### config.mk
export PLATFORM = sky130hd
export DESIGN_NAME = mwsp_kin
export DESIGN_NICKNAME = d
export VERILOG_FILES = /design/src/sv/mwsp_pkg.sv /design/src/sv/mwsp_kin.sv
export SDC_FILE = /design/constraint.sdc
export NUM_CORES = 1
export LEC_CHECK = 0
export BUFFER_PORTS_ARGS = -buffer_cell sky130_fd_sc_hd__buf_4
export CORE_AREA = 2 2 195 216
export CTS_CLUSTER_SIZE = 24
export DETAILED_ROUTE_END_ITERATION = 6
export DIE_AREA = 0 0 197 218
export PLACE_DENSITY = 0.81
export SETUP_SLACK_MARGIN = 0.15
export SLEW_MARGIN = 5
export SYNTH_ARGS = -nofsm -noshare
export SYNTH_HDL_FRONTEND = slang
export SYNTH_SLANG_ARGS = --single-unit
### constraint.sdc
create_clock -name clk -period 9.15 [get_ports clk]
set_clock_uncertainty 0.1 [all_clocks]
set_input_delay 1.83 -clock clk [delete_from_list [all_inputs] [get_ports clk]]
set_output_delay 1.83 -clock clk [all_outputs]
set_load 0.02 [all_outputs]
### src/sv/mwsp_pkg.sv
// Package for the mecanum wheel speed to PWM block.
// Holds widths, pipeline stage indexes, register indexes and shared types.
// No dependencies.
package mwsp_pkg;

    localparam int VEL_W      = 16;
    localparam int RADIUS_W   = 10;
    localparam int HALF_W     = 10;
    localparam int ARM_W      = HALF_W + 1;
    localparam int GEAR_W     = 8;
    localparam int RPM_W      = 16;
    localparam int PWM_W      = 8;
    localparam int CFG_IDX_W  = 3;
    localparam int CFG_DATA_W = 16;

    localparam int VX_W  = 26;
    localparam int ROT_W = 27;
    localparam int N_W   = 28;
    localparam int MAG_W = N_W - 1;

    localparam int PROD_W  = MAG_W + GEAR_W;
    localparam int NUM60_W = PROD_W + 6;
    localparam int FRAC_W  = 12;
    localparam int NUM_W   = NUM60_W + FRAC_W;
    localparam int DN_W    = NUM_W + PWM_W;
    localparam int REM_W   = DN_W + 1;

    localparam int TWO_PI_W = 25;
    localparam int RM_W     = RADIUS_W + RPM_W;
    localparam int DEN_W    = RM_W + TWO_PI_W;

    localparam logic [TWO_PI_W-1:0] TWO_PI_K = TWO_PI_W'(25735927);
    localparam logic signed [VX_W-1:0] MM_PER_M = VX_W'(1000);

    localparam int NUM_WHEELS = 4;
    localparam int DIV_BITS   = PWM_W;

    localparam int ST_IN       = 1;
    localparam int ST_SUM      = 2;
    localparam int ST_MAG      = 3;
    localparam int ST_PROD     = 4;
    localparam int ST_NUM      = 5;
    localparam int ST_MUL      = 6;
    localparam int ST_DIVIN    = 7;
    localparam int ST_DIV0     = 8;
    localparam int ST_DIV_LAST = ST_DIV0 + DIV_BITS - 1;
    localparam int ST_OUT      = ST_DIV_LAST + 1;
    localparam int NUM_STAGES  = ST_OUT;

    localparam logic [CFG_IDX_W-1:0] REG_WHEEL_RADIUS = 3'd0;
    localparam logic [CFG_IDX_W-1:0] REG_HALF_LENGTH  = 3'd1;
    localparam logic [CFG_IDX_W-1:0] REG_HALF_WIDTH   = 3'd2;
    localparam logic [CFG_IDX_W-1:0] REG_GEAR_RATIO   = 3'd3;
    localparam logic [CFG_IDX_W-1:0] REG_MAX_RPM      = 3'd4;
    localparam logic [CFG_IDX_W-1:0] REG_MIN_PWM      = 3'd5;
    localparam logic [CFG_IDX_W-1:0] REG_MAX_PWM      = 3'd6;

    localparam logic [RADIUS_W-1:0] RADIUS_RST = RADIUS_W'(40);
    localparam logic [HALF_W-1:0]   HALF_RST   = HALF_W'(100);
    localparam logic [GEAR_W-1:0]   GEAR_RST   = GEAR_W'(48);
    localparam logic [RPM_W-1:0]    RPM_RST    = RPM_W'(200);
    localparam logic [PWM_W-1:0]    MIN_PWM_RST = PWM_W'(0);
    localparam logic [PWM_W-1:0]    MAX_PWM_RST = PWM_W'(255);

    typedef logic [NUM_STAGES:1] stage_vec_t;
    typedef logic signed [N_W-1:0] wheel_rate_t;

    typedef struct packed {
        logic [RADIUS_W-1:0] radius;
        logic [ARM_W-1:0]    arm;
        logic [GEAR_W-1:0]   gear;
        logic [DEN_W-1:0]    den;
        logic [PWM_W-1:0]    lo;
        logic [PWM_W-1:0]    hi;
        logic [PWM_W-1:0]    span;
        logic                down;
    } cfg_t;

    typedef struct packed {
        logic dir;
        logic dead;
        logic cap;
    } wheel_flags_t;

endpackage

### src/sv/mwsp_kin.sv
// Inverse kinematics stages: scales the body command and forms the four
// signed wheel rate numerators. Depends on mwsp_pkg.
module mwsp_kin (
    input  logic                                 clk,
    input  mwsp_pkg::stage_vec_t                 en,
    input  mwsp_pkg::cfg_t                       cfg,
    input  logic signed [mwsp_pkg::VEL_W-1:0]    vel_x,
    input  logic signed [mwsp_pkg::VEL_W-1:0]    vel_y,
    input  logic signed [mwsp_pkg::VEL_W-1:0]    yaw_rate,
    output mwsp_pkg::wheel_rate_t                rate [mwsp_pkg::NUM_WHEELS]
);
    import mwsp_pkg::*;

    logic signed [VX_W-1:0]  vx_next;
    logic signed [VX_W-1:0]  vy_next;
    logic signed [ROT_W-1:0] rot_next;
    logic signed [VX_W-1:0]  vx_reg;
    logic signed [VX_W-1:0]  vy_reg;
    logic signed [ROT_W-1:0] rot_reg;
    logic signed [N_W-1:0]   vx_ext;
    logic signed [N_W-1:0]   vy_ext;
    logic signed [N_W-1:0]   rot_ext;
    wheel_rate_t             rate_reg [NUM_WHEELS];

    assign vx_next  = VX_W'(vel_x) * MM_PER_M;
    assign vy_next  = VX_W'(vel_y) * MM_PER_M;
    assign rot_next = ROT_W'(yaw_rate) * ROT_W'(signed'({1'b0, cfg.arm}));

    always_ff @(posedge clk)
    begin
        if (en[ST_IN])
        begin
            vx_reg  <= vx_next;
            vy_reg  <= vy_next;
            rot_reg <= rot_next;
        end
    end

    assign vx_ext  = N_W'(vx_reg);
    assign vy_ext  = N_W'(vy_reg);
    assign rot_ext = N_W'(rot_reg);

    // left front, right front, left back, right back
    always_ff @(posedge clk)
    begin
        if (en[ST_SUM])
        begin
            rate_reg[0] <= vx_ext - vy_ext - rot_ext;
            rate_reg[1] <= vx_ext + vy_ext + rot_ext;
            rate_reg[2] <= vx_ext + vy_ext - rot_ext;
            rate_reg[3] <= vx_ext - vy_ext + rot_ext;
        end
    end

    assign rate = rate_reg;

endmodule

== Word level (Yosys, flattened, before mapping) ==
Index checks and enable logic that the tools add are counted.
Widths: inputs -> output; s select.

* $add $sub $neg: 6
* Multipliers: 3

{| class="wikitable"
|+ Operators with widths
! operator !! number
|-
| $add 27x27->28 || 2
|-
| $sub 27x27->28 || 2
|-
| $mul 16x8->23 const B || 2
|-
| $add 26x26->27 || 1
|-
| $mul 16x12->27 || 1
|-
| $sub 26x26->27 || 1
|}

* Register bits after elaboration: 185
* Input port bits: 170

== Longest topological paths before layout ==
* Depth in word-level cells: 2
* Gate-level depth with buffers: 23

== Worst setup path after synthesis ==
Ideal clock, no wire load.

* Path type: input -> register
* From: in cfg[87] in the netlist's numbering
* To: reg rot_reg[26] (data pin)
* Setup time: 260 ps
* Arrival: 6574 ps
* Required time: 8790 ps
* Setup slack: 2216 ps
* Cell stages on the path: 20
* Cell sequence: clkbuf_1 -> nand2_1 -> fa_1 -> fa_1 -> inv_1 -> fa_1 -> fa_1 -> inv_1 -> fa_1 -> inv_1 -> ha_1 -> a21oi_1 -> nand2_1 -> a221o_1 -> o21ai_1 -> o2bb2ai_1 -> o2111ai_1 -> a31o_1 -> a21oi_1 -> xnor2_1

* Word-level cells in the longest chain between the ends: 1

{| class="wikitable"
|+ Ends and longest elaborated chain
! what !! RTL line !! source
|-
| start: declaration || mwsp_kin.sv:6 || <nowiki>input mwsp_pkg::cfg_t cfg,</nowiki>
|-
| $mul 16x12->27 || mwsp_kin.sv:27 || <nowiki>assign rot_next = ROT_W'(yaw_rate) * ROT_W'(signed'({1'b0, cfg.arm}));</nowiki>
|-
| named net rot_next[26] || mwsp_kin.sv:16 || <nowiki>logic signed [ROT_W-1:0] rot_next;</nowiki>
|-
| end signal: assignment || mwsp_kin.sv:35 || <nowiki>rot_reg <= rot_next;</nowiki>
|-
| end: declaration || mwsp_kin.sv:19 || <nowiki>logic signed [ROT_W-1:0] rot_reg;</nowiki>
|}

The timed path passes the listed nets, and every way through them passes these cells.
A chain may end at the register's enable or synchronous reset.

== Worst setup path after layout ==
Same ends and word-level chain as after synthesis.

==> impl_results.md <==
* Cell Chain, Critical Path: buf_4, nand2_1, fa_1, fa_1, inv_1, fa_1, fa_1, inv_1, fa_1, inv_1, ha_1, and4_1, nand2_1, a211oi_1, o21ai_1, o2bb2ai_1, o2111ai_1, a31o_1, a21oi_1, xnor2_1
* Worst-Margin Slew at 0.946 ns
* Max-slew violations at 0
* Largest stage delay on the critical path at 0.52 ns
* Critical path depth at 20
* Routed via count at 17500
* Die height at 218 microns
* Hold Fails Final Rpt at 0
* First-pass GRT wire length at 86400 microns
* Post-cts repair resize count at 0
* Min Tclk post-route at 6.89 ns
* Delay-heaviest family, CP: adder cells
* FP Rows at 78
* Initial antenna violation count at 0
* Post-CTS Repair Setup Buffers at 0
* Path depth of the worst reg2reg path at 21
* Area grow syn2layout at 9.06%
* Clock Sinks at 178
* Clock buffer count from CTS at 17
* Most used DFF post-synth: edfxtp_1
* CTS tree: done
* Outcome: finished clean
* Max Cap Violations at 0
* Fin crit share at 75.3%
* Critical Path RT at 9.24 ns
* Final core utilization at 64.9%
* Avg Inst Size Synth at 9.66 sq um
* Async set-reset flop share out of synthesis at 0%
* Skew-Pair Late Insertion Delay at 0.45 ns
* Reg-to-reg endpoint: rate[110]$_DFFE_PP_
* Launching point of the worst reg2reg path: vx_reg[3]$_DFFE_PP_
* Final setup fails at 0
* Number of synthesized flops with an enable pin at 178
* Fmax at 0.145 GHz
* Detailed placer's ending HPWL at 43300 microns
* Port buffer count at 173
* Initial core utilization at 59.5%
* Syn Inst Count at 2512
* Core Area at 0.0408 sq mm
* Largest net degree at the start of global routing at 79
* Hold Crit Class: flip-flop to flip-flop
* Fin nets at 3403
* Syn Nets at 3285
* Sequential fraction of the synthesis area at 22.0%
* # diodes at 0
* Worst path slowest cell: fa_1
* Crit Path Max Fanout at 16
* CP startpoint kind: input pin
* Tot GR Track Use at 25.0%
* Flops & latches, synth at 178
* Number of H-tree levels at 4
* Setup tns final at 0 ns
* Root buffer cell: clkbuf_16
* Router iterations before antenna repair at 6
* Die area at 0.0429 sq mm
* # IOs at 282
* 1st-iter DRT viols at 1140
* Post-route DRC at 0
* Routed WL at 51800 microns
* Via density at 5.55
* Crit path launch: cfg[87]
* Hold buffers post-CTS at 0
* GR Overflow Total at 0
* RSZ-0062 raised after global routing: false
* Crit path DAT at 6.98 ns
* Max FFs per register at 105
* Setup CP Type: input pin to flip-flop
* Reg clk slew, reported paths at 0.07 ns
* Rel. slew slack at 36.9%
* Yosys warning total at 0
* Crit path top cell by count: fa_1
* Vias in the first global route at 18200
* Layout cell share with drive strength beyond 1 at 8.66%
* DRT antenna net count at 0
* Crit path capture: rot_reg[26]$_DFFE_PP_
* Fillers at 3275
* Reg2reg setup slack at 3.70 ns
* Die width at 197 microns
* Critical path buffers and inverters at 4
* Mapped Area at 0.0243 sq mm
* Gp weighted congestion at 0.894
* Routed length per instance at 16.4 microns
* Clock buffer depth at 2
* CP Capture Type: flip-flop
* Yosys cell types at 81
## cells by family after synthesis
kind of cell / after synthesis / synth area share, %
fa+ha+maj: 603 / 39.7
buf+inv: 568 / 8.94
simple gates: 567 / 11.5
compound gates: 403 / 10.8
xor+xnor: 193 / 6.97
flops: 178 / 22.0
## worst register-to-register path: stages (launching register included)
cell and delay (ns):
edfxtp_1 0.40, inv_1 0.07, ha_1 0.17, inv_1 0.06
fa_1 0.41, a21o_1 0.19, a21oi_1 0.31, o21ai_1 0.14
a41o_1 0.27, a31oi_1 0.36, a21oi_1 0.17, a21o_1 0.21
a21oi_1 0.17, xnor2_1 0.15, ha_1 0.54, and3_1 0.27
nand3_1 0.14, a211oi_1 0.44, nand4b_1 0.22, a31o_2 0.18
a21oi_1 0.07, xnor2_1 0.14
## routing by layer
layer	track usage [%]	vias to the layer above	part of all wire, %
met5	0	-	0
li1	-	8422	-
met4	5.54	0	1.5
met1	32.2	8590	43
met3	2.85	68	5.0
met2	45.4	464	51
## final cells by class
class                   instances  area, sq um  share of cell area, %
clock buffers                  19          433                   1.64
clock inverters                13          126                  0.478
inverters                     493         1850                   6.99
multi-input cells            1766        16700                   63.3
flip-flops and latches        178         5350                   20.2
well taps                     520          651                   2.46
repair buffers                174         1310                   4.94
## worst min path at each step
stage,start,to,slack (ns),depth (start not counted)
after floorplan,rot_reg[1]$_DFFE_PP_,rate[57]$_DFFE_PP_,0.38,0
after global placement,rot_reg[0]$_DFFE_PP_,rate[84]$_DFFE_PP_,0.41,0
after detailed placement,rot_reg[1]$_DFFE_PP_,rate[57]$_DFFE_PP_,0.43,0
after CTS,rot_reg[1]$_DFFE_PP_,rate[57]$_DFFE_PP_,0.44,0
after global routing,rot_reg[0]$_DFFE_PP_,rate[84]$_DFFE_PP_,0.46,0
final,rot_reg[1]$_DFFE_PP_,rate[57]$_DFFE_PP_,0.44,0
## through the flow
step	std cells	instance area [sq um]	hold WS [ns]	setup WS [ns]
global route	3163	26500	0.458	2.00
global placement	3131	25900	0.415	1.93
finish	3163	26500	0.436	2.26
floorplan	2512	24300	0.376	2.22
CTS	3163	26500	0.441	2.29
detailed placement	3131	25900	0.429	1.83
## cell usage in the layout, fill, tap and decap left out, drive strengths merged, types with 8 or more instances in the layout
cell	instances
edfxtp	178
nand2	165
nand4	11
or3	9
o21a	13
and2	61
nand3	33
a21oi	155
xnor2	164
clkbuf	19
xor2	29
o21bai	27
buf	174
nor2	126
o31ai	8
o21ai	61
nand2b	41
inv	496
nor3	44
nor2b	20
nor4	11
a31oi	23
fa	279
and3	8
a211oi	10
o211ai	8
a21o	39
or2	9
ha	324
## synthesized netlist by cell type, drive strengths merged, types with 9 or more instances
cell type    n  area, sq um
inv        492         1850
ha         324         4050
fa         279         5590
edfxtp     178         5350
nand2      165          619
xnor2      164         1440
a21oi      155          791
nor2       126          473
and2        61          382
o21ai       61          309
clkbuf      59          221
nor3        44          225
nand2b      41          257
a21o        39          293
nand3       33          165
xor2        29          254
o21bai      27          206
a31oi       23          144
nor2b       20          125
buf         16         97.6
o21a        13         97.6
nand4       11         68.8
nor4        11         68.8
a211oi      10         75.1
or2          9         56.3
or3          9         56.3
Power is not shown: default switching activity piles up to over one toggle a cycle in this logic, so the estimate is an artifact.
